===== src/design/dbt_pkg.sv =====
// ----------------------------------------------------------------------------
// dbt_pkg
// Shared types and constants of the double-tap detector.
// ----------------------------------------------------------------------------
package dbt_pkg;

    localparam int REQ_W   = 2;
    localparam int DELTA_W = 20;
    localparam int WIN_W   = 21;
    localparam int CODE_W  = 3;
    localparam int TAPS_W  = 2;

    localparam int S_TDATA_W = 24;
    localparam int M_TDATA_W = 8;
    localparam int PADDR_W   = 3;
    localparam int PDATA_W   = 32;

    localparam logic [WIN_W-1:0] WINDOW_RST = 21'd300000;

    // request kinds
    localparam logic [REQ_W-1:0] REQ_TICK    = 2'd0;
    localparam logic [REQ_W-1:0] REQ_PRESS   = 2'd1;
    localparam logic [REQ_W-1:0] REQ_RELEASE = 2'd2;

    // register index carried in paddr[2]
    localparam logic REG_WINDOW = 1'b0;

    localparam logic [TAPS_W-1:0] TAPS_NONE = 2'd0;
    localparam logic [TAPS_W-1:0] TAPS_ONE  = 2'd1;
    localparam logic [TAPS_W-1:0] TAPS_TWO  = 2'd2;

    typedef enum logic [1:0] {
        PH_IDLE = 2'd0,
        PH_WAIT = 2'd1,
        PH_TRIG = 2'd2
    } t_phase;

    typedef enum logic [CODE_W-1:0] {
        RC_NONE      = 3'd0,
        RC_STARTED   = 3'd1,
        RC_ONGOING   = 3'd2,
        RC_TRIGGERED = 3'd3,
        RC_COMPLETED = 3'd4,
        RC_CANCELED  = 3'd5
    } t_code;

    typedef struct packed {
        t_code               code;
        logic [TAPS_W-1:0]   taps;
    } t_step_res;

endpackage


===== src/design/dbt_cfg.sv =====
// ----------------------------------------------------------------------------
// dbt_cfg
// APB register file holding the tap window.
// ----------------------------------------------------------------------------
module dbt_cfg (
    input  logic                          i_clk,
    input  logic                          i_rst_n,
    input  logic                          i_psel,
    input  logic                          i_penable,
    input  logic                          i_pwrite,
    input  logic [dbt_pkg::PADDR_W-1:0]   i_paddr,
    input  logic [dbt_pkg::PDATA_W-1:0]   i_pwdata,
    output logic [dbt_pkg::PDATA_W-1:0]   o_prdata,
    output logic                          o_pready,
    output logic [dbt_pkg::WIN_W-1:0]     o_window
);
    import dbt_pkg::*;

    logic [WIN_W-1:0] r_window;
    logic             w_wr;

    assign o_pready = 1'b1;
    assign w_wr     = i_psel && i_penable && i_pwrite && (i_paddr[2] == REG_WINDOW);

    always_ff @(posedge i_clk) begin
        if (!i_rst_n) begin
            r_window <= WINDOW_RST;
        end else if (w_wr) begin
            r_window <= i_pwdata[WIN_W-1:0];
        end
    end

    always_comb begin
        o_prdata = '0;
        if (i_paddr[2] == REG_WINDOW) begin
            o_prdata = {{(PDATA_W-WIN_W){1'b0}}, r_window};
        end
    end

    assign o_window = r_window;

endmodule


===== src/design/dbt_fsm.sv =====
// ----------------------------------------------------------------------------
// dbt_fsm
// Gesture phase, tap count and saturating time-since-last-tap counter.
// ----------------------------------------------------------------------------
module dbt_fsm #(
    parameter int TIME_WIDTH = 22
) (
    input  logic                          i_clk,
    input  logic                          i_rst_n,
    input  logic                          i_step,
    input  logic [dbt_pkg::REQ_W-1:0]     i_req_type,
    input  logic [dbt_pkg::DELTA_W-1:0]   i_delta,
    input  logic [dbt_pkg::WIN_W-1:0]     i_window,
    output dbt_pkg::t_step_res            o_res
);
    import dbt_pkg::*;

    t_phase                r_phase, n_phase;
    logic [TIME_WIDTH-1:0] r_since, n_since;
    logic [TAPS_W-1:0]     r_taps,  n_taps;

    logic [TIME_WIDTH:0]   w_sum;
    logic [TIME_WIDTH-1:0] w_since_adv;
    logic [TIME_WIDTH-1:0] w_window;
    logic                  w_in_window;
    logic                  w_passed;

    assign w_window    = {{(TIME_WIDTH-WIN_W){1'b0}}, i_window};
    assign w_sum       = {1'b0, r_since} + {{(TIME_WIDTH+1-DELTA_W){1'b0}}, i_delta};
    // saturate on carry out
    assign w_since_adv = w_sum[TIME_WIDTH] ? {TIME_WIDTH{1'b1}} : w_sum[TIME_WIDTH-1:0];
    assign w_in_window = (r_since <= w_window);
    assign w_passed    = (w_since_adv > w_window);

    always_ff @(posedge i_clk) begin
        if (!i_rst_n) begin
            r_phase <= PH_IDLE;
            r_since <= '0;
            r_taps  <= TAPS_NONE;
        end else if (i_step) begin
            r_phase <= n_phase;
            r_since <= n_since;
            r_taps  <= n_taps;
        end
    end

    // next state
    always_comb begin
        n_phase = r_phase;
        n_since = r_since;
        n_taps  = r_taps;
        unique case (i_req_type)
            REQ_PRESS: begin
                n_since = '0;
                if (r_phase == PH_WAIT && w_in_window) begin
                    n_phase = PH_TRIG;
                    n_taps  = TAPS_TWO;
                end else begin
                    n_phase = PH_WAIT;
                    n_taps  = TAPS_ONE;
                end
            end
            REQ_RELEASE: begin
                if (r_phase == PH_TRIG) begin
                    n_phase = PH_IDLE;
                    n_taps  = TAPS_NONE;
                end
            end
            REQ_TICK: begin
                n_since = w_since_adv;
                if (r_phase == PH_WAIT && w_passed) begin
                    n_phase = PH_IDLE;
                    n_taps  = TAPS_NONE;
                end
            end
            default: begin
            end
        endcase
    end

    // result
    always_comb begin
        o_res.code = RC_NONE;
        o_res.taps = n_taps;
        unique case (i_req_type)
            REQ_PRESS: begin
                o_res.code = (r_phase == PH_WAIT && w_in_window) ? RC_TRIGGERED : RC_STARTED;
            end
            REQ_RELEASE: begin
                if (r_phase == PH_TRIG) begin
                    o_res.code = RC_COMPLETED;
                end
            end
            REQ_TICK: begin
                unique case (r_phase)
                    PH_WAIT: o_res.code = w_passed ? RC_CANCELED : RC_ONGOING;
                    PH_TRIG: o_res.code = RC_ONGOING;
                    default: o_res.code = RC_NONE;
                endcase
            end
            default: begin
            end
        endcase
    end

endmodule


===== src/design/double_tap_detector_core.sv =====
// ----------------------------------------------------------------------------
// double_tap_detector_core
// Double-tap gesture detector on a request stream with an APB window register.
// ----------------------------------------------------------------------------
// Each request (tick, press or release) produces exactly one result. A request
// taken sits in the input register, runs through the phase logic and is loaded
// into the result register once the result side is free; its result is then offered.
// A new request is taken every cycle while results are drained; the only limit
// is back-pressure on the result side. The window register (byte address 0,
// reset 300000 us) should be written while the stream is idle.
module double_tap_detector_core #(
    parameter int TIME_WIDTH = 22
) (
    input  logic                          i_clk,
    input  logic                          i_rst_n,
    // request stream
    input  logic                          i_s_axis_tvalid,
    output logic                          o_s_axis_tready,
    input  logic [dbt_pkg::S_TDATA_W-1:0] i_s_axis_tdata,  // [19:0] delta_time
    input  logic [dbt_pkg::REQ_W-1:0]     i_s_axis_tuser,  // [1:0] req_type
    // result stream
    output logic                          o_m_axis_tvalid,
    input  logic                          i_m_axis_tready,
    output logic [dbt_pkg::M_TDATA_W-1:0] o_m_axis_tdata,  // [2:0] result_code, [4:3] tap_count
    // configuration
    input  logic                          i_psel,
    input  logic                          i_penable,
    input  logic                          i_pwrite,
    input  logic [dbt_pkg::PADDR_W-1:0]   i_paddr,
    input  logic [dbt_pkg::PDATA_W-1:0]   i_pwdata,
    output logic [dbt_pkg::PDATA_W-1:0]   o_prdata,
    output logic                          o_pready
);
    import dbt_pkg::*;

    logic               r_in_valid;
    logic [REQ_W-1:0]   r_in_type;
    logic [DELTA_W-1:0] r_in_delta;
    logic               r_out_valid;
    t_step_res          r_out;

    logic               w_adv;
    logic               w_step;
    logic               w_in_fire;
    logic [WIN_W-1:0]   w_window;
    t_step_res          w_res;

    assign w_adv           = !r_out_valid || i_m_axis_tready;
    assign w_step          = r_in_valid && w_adv;
    assign o_s_axis_tready = !r_in_valid || w_adv;
    assign w_in_fire       = i_s_axis_tvalid && o_s_axis_tready;

    dbt_cfg u_cfg (
        .i_clk     (i_clk),
        .i_rst_n   (i_rst_n),
        .i_psel    (i_psel),
        .i_penable (i_penable),
        .i_pwrite  (i_pwrite),
        .i_paddr   (i_paddr),
        .i_pwdata  (i_pwdata),
        .o_prdata  (o_prdata),
        .o_pready  (o_pready),
        .o_window  (w_window)
    );

    dbt_fsm #(
        .TIME_WIDTH (TIME_WIDTH)
    ) u_fsm (
        .i_clk      (i_clk),
        .i_rst_n    (i_rst_n),
        .i_step     (w_step),
        .i_req_type (r_in_type),
        .i_delta    (r_in_delta),
        .i_window   (w_window),
        .o_res      (w_res)
    );

    always_ff @(posedge i_clk) begin
        if (!i_rst_n) begin
            r_in_valid <= 1'b0;
        end else if (o_s_axis_tready) begin
            r_in_valid <= i_s_axis_tvalid;
        end
    end

    always_ff @(posedge i_clk) begin
        if (w_in_fire) begin
            r_in_type  <= i_s_axis_tuser;
            r_in_delta <= i_s_axis_tdata[DELTA_W-1:0];
        end
    end

    always_ff @(posedge i_clk) begin
        if (!i_rst_n) begin
            r_out_valid <= 1'b0;
        end else if (w_adv) begin
            r_out_valid <= r_in_valid;
        end
    end

    always_ff @(posedge i_clk) begin
        if (w_step) begin
            r_out <= w_res;
        end
    end

    assign o_m_axis_tvalid = r_out_valid;
    assign o_m_axis_tdata  = {{(M_TDATA_W-CODE_W-TAPS_W){1'b0}}, r_out.taps, r_out.code};

`ifndef SYNTHESIS
    // a trigger always leaves two taps counted
    a_trig_taps: assert property (@(posedge i_clk) disable iff (!i_rst_n)
        w_step && w_res.code == RC_TRIGGERED |-> w_res.taps == TAPS_TWO)
        else $error("trigger without two taps");

    // a cancel or completion always clears the count
    a_clear_taps: assert property (@(posedge i_clk) disable iff (!i_rst_n)
        w_step && (w_res.code == RC_CANCELED || w_res.code == RC_COMPLETED)
        |-> w_res.taps == TAPS_NONE)
        else $error("taps not cleared");

    // a stalled result is never dropped
    a_hold_out: assert property (@(posedge i_clk) disable iff (!i_rst_n)
        r_out_valid && !i_m_axis_tready |=> r_out_valid)
        else $error("result dropped under stall");

    // a held request never sits while the result side can move
    a_in_moves: assert property (@(posedge i_clk) disable iff (!i_rst_n)
        r_in_valid && o_s_axis_tready |-> w_step)
        else $error("request overwritten");
`endif

endmodule


===== config.mk =====
export PLATFORM = sky130hd
export DESIGN_NAME = double_tap_detector_core
export DESIGN_NICKNAME = d
export VERILOG_FILES = /design/src/design/dbt_pkg.sv /design/src/design/dbt_cfg.sv /design/src/design/dbt_fsm.sv /design/src/design/double_tap_detector_core.sv
export SDC_FILE = /design/constraint.sdc
export NUM_CORES = 1
export LEC_CHECK = 0
export BUFFER_PORTS_ARGS = -buffer_cell sky130_fd_sc_hd__clkbuf_2
export CAP_MARGIN = 0
export CORE_UTILIZATION = 50
export CTS_CLUSTER_SIZE = 20
export DETAILED_ROUTE_END_ITERATION = 10
export PLACE_DENSITY = 0.73
export SLEW_MARGIN = 0
export SYNTH_ARGS = -nofsm -noshare
export SYNTH_HDL_FRONTEND = slang
export SYNTH_SLANG_ARGS = --single-unit

===== constraint.sdc =====
create_clock -name i_clk -period 5.51 [get_ports i_clk]
set_input_delay 1.102 -clock i_clk [delete_from_list [all_inputs] [get_ports i_clk]]
set_output_delay 1.102 -clock i_clk [all_outputs]
set_load 0.01 [all_outputs]

; ---- Word-level counts from Yosys, hierarchy flattened
; Index checks and enable logic that the tools add are counted.
[word_totals]
reg_bits = 76
output_inout_bits = 43
wordCells = 51
[op_classes]
addsub = 1
order_cmp = 2
eq_ne = 6
muxes = 15
n_bitwise = 1
n_reduce_logical = 16
[ops]
columns = op, count
row1 = $pmux 22 s2, 1
row2 = $add 22x20->23, 1
row3 = $gt 22x21->1, 1
row4 = $le 22x21->1, 1
row5 = $mux 22, 1
row6 = $mux 21, 1
row7 = $mux 2, 6
row8 = $pmux 2 s3, 2
row9 = $pmux 3 s3, 1
row10 = $logic_and 1x1->1, 7
row11 = $mux 3, 2
row12 = $pmux 3 s2, 1
row13 = $eq 2x1->1 const B, 2
row14 = $eq 2x2->1 const B, 2
row15 = $ne 2x1->1 const B, 2
row16 = $reduce_and 4->1, 1
row17 = $reduce_bool 3->1, 1
row18 = $logic_not 1->1, 2
row19 = $logic_not 2->1, 1
row20 = $logic_or 1x1->1, 2
row21 = $reduce_and 2->1, 1
row22 = $reduce_bool 2->1, 1
row23 = $not 1->1, 1

; ---- Longest topological paths before layout
[depth]
ltp_word = 6
ltp_mapped = 20
mapped_depth_nobuf = 20

; ---- Hierarchy
; Synthesis repeated with hierarchy kept, for this count alone.
[hier_totals]
cells_unflattened = 597
hier_area_um2 = 5371.4
[by_module_without_submodules]
columns = mod, instances, cells_per_inst, area_per_inst_um2, seq_area_each_um2
row1 = dbt_fsm, 1, 428, 3305.7, 520.5
row2 = dbt_cfg, 1, 129, 1124.8, 420.4
row3 = double_tap_detector_core, 1, 40, 940.9, 850.8

; ---- Least setup slack after synthesis
; Ideal clock, no wire load.
[synth_path]
kind = reg-to-reg
start = register r_in_delta[0]
end = register u_fsm.r_phase[0]
setup_ns = 0.062
t_arrival_ns = 4.229
required_ns = 5.448
path_slack_ns = 1.219
stages_incl_launch_ff = 20
path_buffers = 1
synth_period_minus_slack_ns = 4.291
cell_sequence = edfxtp_1 -> ha_1 -> inv_1 -> fa_1 -> nor2b_1 -> o31ai_2 -> o21ai_0 -> a31oi_2 -> a21o_1 -> clkbuf_1 -> nand2_1 -> ha_1 -> a211oi_2 -> nor2_1 -> or3_1 -> a311oi_1 -> a21oi_1 -> o41a_1 -> a21boi_2 -> a22o_1
[synth_via]
elab_chain_cells = 6
[synth_lines]
columns = item, line
row1 = from (decl), double_tap_detector_core.sv:38  ; logic [DELTA_W-1:0] r_in_delta;
row2 = from (signal assigned), double_tap_detector_core.sv:89  ; r_in_delta <= i_s_axis_tdata[DELTA_W-1:0];
row3 = $add 22x20->23, dbt_fsm.sv:29  ; assign w_sum = {1'b0, r_since} + {{(TIME_WIDTH+1-DELTA_W){1'b0}}, i_delta};
row4 = $mux 22, dbt_fsm.sv:31  ; assign w_since_adv = w_sum[TIME_WIDTH] ? {TIME_WIDTH{1'b1}} : w_sum[TIME_WIDTH-1:0];
row5 = $gt 22x21->1, dbt_fsm.sv:33  ; assign w_passed = (w_since_adv > w_window);
row6 = $logic_and 1x1->1, dbt_fsm.sv:71  ; if (r_phase == PH_WAIT && w_passed) begin
row7 = $ne 2x1->1 (no line), -
row8 = $reduce_and 4->1 (no line), -
row9 = to (signal assigned), dbt_fsm.sv:41  ; r_phase <= n_phase;
row10 = to (decl), dbt_fsm.sv:18  ; t_phase r_phase, n_phase;
; No other way between the ends.
; A chain may end at the register's enable or synchronous reset.

; ---- Worst setup path after layout
[layout_path]
start = register r_in_delta[0]
end = register u_fsm.r_taps[1]
[layout_via]
elab_chain_cells = 6
[layout_lines]
columns = item, line
row1 = $add 22x20->23, dbt_fsm.sv:29
row2 = $mux 22, dbt_fsm.sv:31
row3 = $gt 22x21->1, dbt_fsm.sv:33
row4 = $logic_and 1x1->1, dbt_fsm.sv:71
row5 = $mux 2, dbt_fsm.sv:71
row6 = $pmux 2 s3, dbt_fsm.sv:52  ; unique case (i_req_type)
row7 = to (signal assigned), dbt_fsm.sv:43  ; r_taps <= n_taps;
row8 = to (decl), dbt_fsm.sv:20  ; logic [TAPS_W-1:0] r_taps, n_taps;
; No other way between the ends.

==> metrics.yaml <==
synthesis:
  synth_warnings: 0
  synth_top_flop_cell: "dfxtp_1"
  ys_seq_area_share_pct: 34.3
  ys_seq_elements: 76
  postSynthAreaPerCell_um2: 8.86
  postSynth.asyncResetShare_pct: 0
  syn_area_um2: 5220
  synth_edf_count: 27
  yosysUniqueCellTypes: 74
  synthCells: 589
place:
  io_buffers: 78
  place.gp.congestion: 0.916
  dp_hpwl_um: 9470
route:
  ant_nets: 0
  route.detailed.drc: 0
  wl_per_cell_um: 15.2
  avgViaCountPerCell: 5.65
  routed_wl_um: 12100
  via_count: 4507
  drt_iter0_drc: 380
  drt_first_pass_iters: 4
final_layout:
  final_cell_mix: "clkbuf_2, nand2_1, ha_1"
  final_layout_size_suffix_gt1_share_pct: 17.2
  final_common_cell: "clkbuf_2"
  n_antenna_cell: 0
  layout.nets: 792
  area_delta_synth_final_pct: 12.2
setup_path:
  critPathMaxFanout: 18
  cp-start-kind: "register"
  worstSetupPathType: "register to register"
  cp.arrival_ns: 5.26
  worst_ep_required_time_ns: 5.81
  worstSetupEndpointType: "register"
grt:
  antenna_found_initial: 0
  grt_pass1_wl_um: 20000
  grt_pass1_vias: 4205
  grt_overflow: 0
  grt_max_degree: 50
  grt_usage_pct: 23.0
sta:
  fin_crit_ns: 4.96
  slew_viol_final: 0
  fin_skew_ns: 0.0106
  timing.setup.tns_ns: 0
  max_freq_ghz: 0.202
  finalCritPeriodShare_pct: 90.0
  finalHoldViolCount: 0
  hold_ws_ns: 0.474
  tightest_slew_ns: 1.13
  rsz0062_at_grt: "false"
  relSlewSlack_pct: 23.5
  setup_viol: 0
flow_run:
  maxCapViolCount: 0
floorplan:
  die_h_um: 104
  die_w_um: 104
  dieArea_um2: 10800
  core-area_um2: 9950
  initial_core_util_pct: 52.4
  pin_count: 111
  rows: 36
cts:
  cts_sinks: 76
  cts_htree_levels: 3
  clk_pin_slew_ns: 0.08
  cts_buffer_depth: 2
  cts_root_buffer: "clkbuf_8"
  cts_tree: "yes"
  cts_resized: 0
  post-cts-setup-buffer-count: 0
  ctsHoldBuffers: 0
  cts_buffers: 9
  clkLatencyLatePin_ns: 0.37
hold_path:
  hp-class: "register to register"
power:
  ir_drop_v: 0.0000922
  power.total_uw: 1290
  power_density_nw_per_um2: 220
  p_leak_uw: 0.00255
run_status:
  status: "complete, no violations"
synth_stat cells, types with 3 or more instances:
cell type / instances / area [um^2]
a31oi_1: 7 / 43.8
xor2_1: 5 / 43.8
and4_1: 4 / 35.0
o2bb2ai_1: 3 / 26.3
a21boi_0: 20 / 150
buf_4: 15 / 113
a21oi_1: 29 / 145
nor3_1: 3 / 15.0
nor2b_1: 26 / 163
o21ai_0: 32 / 160
clkbuf_1: 14 / 52.6
o211ai_1: 13 / 97.6
o21a_1: 4 / 30.0
nor2_1: 42 / 158
a22oi_1: 14 / 105
nand4b_1: 3 / 26.3
inv_1: 40 / 150
nand2_1: 66 / 248
o21ai_1: 5 / 25.0
edfxtp_1: 27 / 811
nand4_1: 13 / 81.3
a21o_1: 11 / 82.6
and3_1: 4 / 25.0
dfxtp_1: 49 / 981
nand3_1: 7 / 35.0
ha_1: 64 / 801
xnor2_1: 5 / 43.8
a211oi_1: 4 / 30.0
worst paths after layout:
path | from | end | slack [ns] | cells past startpoint
max | r_in_delta[0] | u_fsm.r_taps[1] | 0.55 | 18
min | u_cfg.o_window[2] | u_cfg.o_window[2] | 0.47 | 2
max reg2reg | r_in_delta[0] | u_fsm.r_taps[1] | 0.55 | 18
min reg2reg | u_cfg.o_window[2] | u_cfg.o_window[2] | 0.47 | 2
worst max-delay path, stage by stage, from the launching register on:
cell and delay [ns]:
edfxtp_1 0.38, ha_1 0.23, inv_1 0.07, fa_1 0.17
nor2b_1 0.07, o31ai_2 0.31, o21ai_0 0.25, a31oi_2 0.34
a21o_1 0.51, nand2_1 0.20, ha_1 0.35, a211oi_2 0.25
nor2_1 0.07, or3_1 0.34, a311oi_1 0.32, a21oi_1 0.18
o41a_1 0.46, a21boi_2 0.23, o2bb2ai_1 0.15
cell type report:
| class | instances | area (um^2) |
|---|---|---|
| clock inverter | 4 | 43.8 |
| fill | 887 | 4100 |
| multi-input combinational | 452 | 3120 |
| sequential | 76 | 1790 |
| clock buffer | 12 | 176 |
| tap | 133 | 166 |
| timing repair buffer | 80 | 405 |
| inverter | 40 | 150 |
metal layers:
metal / global-route usage (%) / wire length (um) / vias up
li1: - / - / 2257
met1: 31.4 / 6000 / 2059
met2: 36.0 / 5110 / 165
met3: 4.20 / 702 / 26
met4: 8.88 / 274 / 0
met5: 0 / 0 / -
power by group:
part	switching (uW)	total (uW)	internal [uW]
clock network	217	476	259
logic	117	201	84.1
registers	11.8	613	602
sequential cells by signal, indices dropped and copies added (netlist names):
register	cells
u_fsm.r_taps	2
r_in_delta	20
r_in_type	2
u_cfg.o_window	21
r_in_valid	1
u_fsm.r_phase	2
o_m_axis_tdata	5
o_m_axis_tvalid	1
u_fsm.r_since	22
cell families (layout without fill, tap and decap cells):
logic type | count (synthesis) | count (layout) | share of synthesized area, %
AND/OR/NAND/NOR | 190 | 190 | 18.4
buffers and inverters | 74 | 136 | 6.79
flip-flops | 76 | 76 | 34.3
AO/OA/AOI/OAI | 171 | 171 | 22.7
XOR/XNOR | 10 | 10 | 1.68
multiplexers | 1 | 1 | 0.216
other | 2 | 15 | 0.144
adder cells (fa/ha/maj) | 65 | 65 | 15.7
stage by stage:
stage	area, um^2	worst slack [ns]	instances	util [%]
2_1_floorplan	5270	1.22	602	-
3_3_place_gp	5630	0.789	781	56.6
3_5_place_dp	5630	0.635	781	56.6
4_1_cts	5850	0.609	797	58.8
5_1_grt	5850	0.290	797	58.8
6_report	5850	0.550	797	58.8
Power figures use the tool's default switching activity.
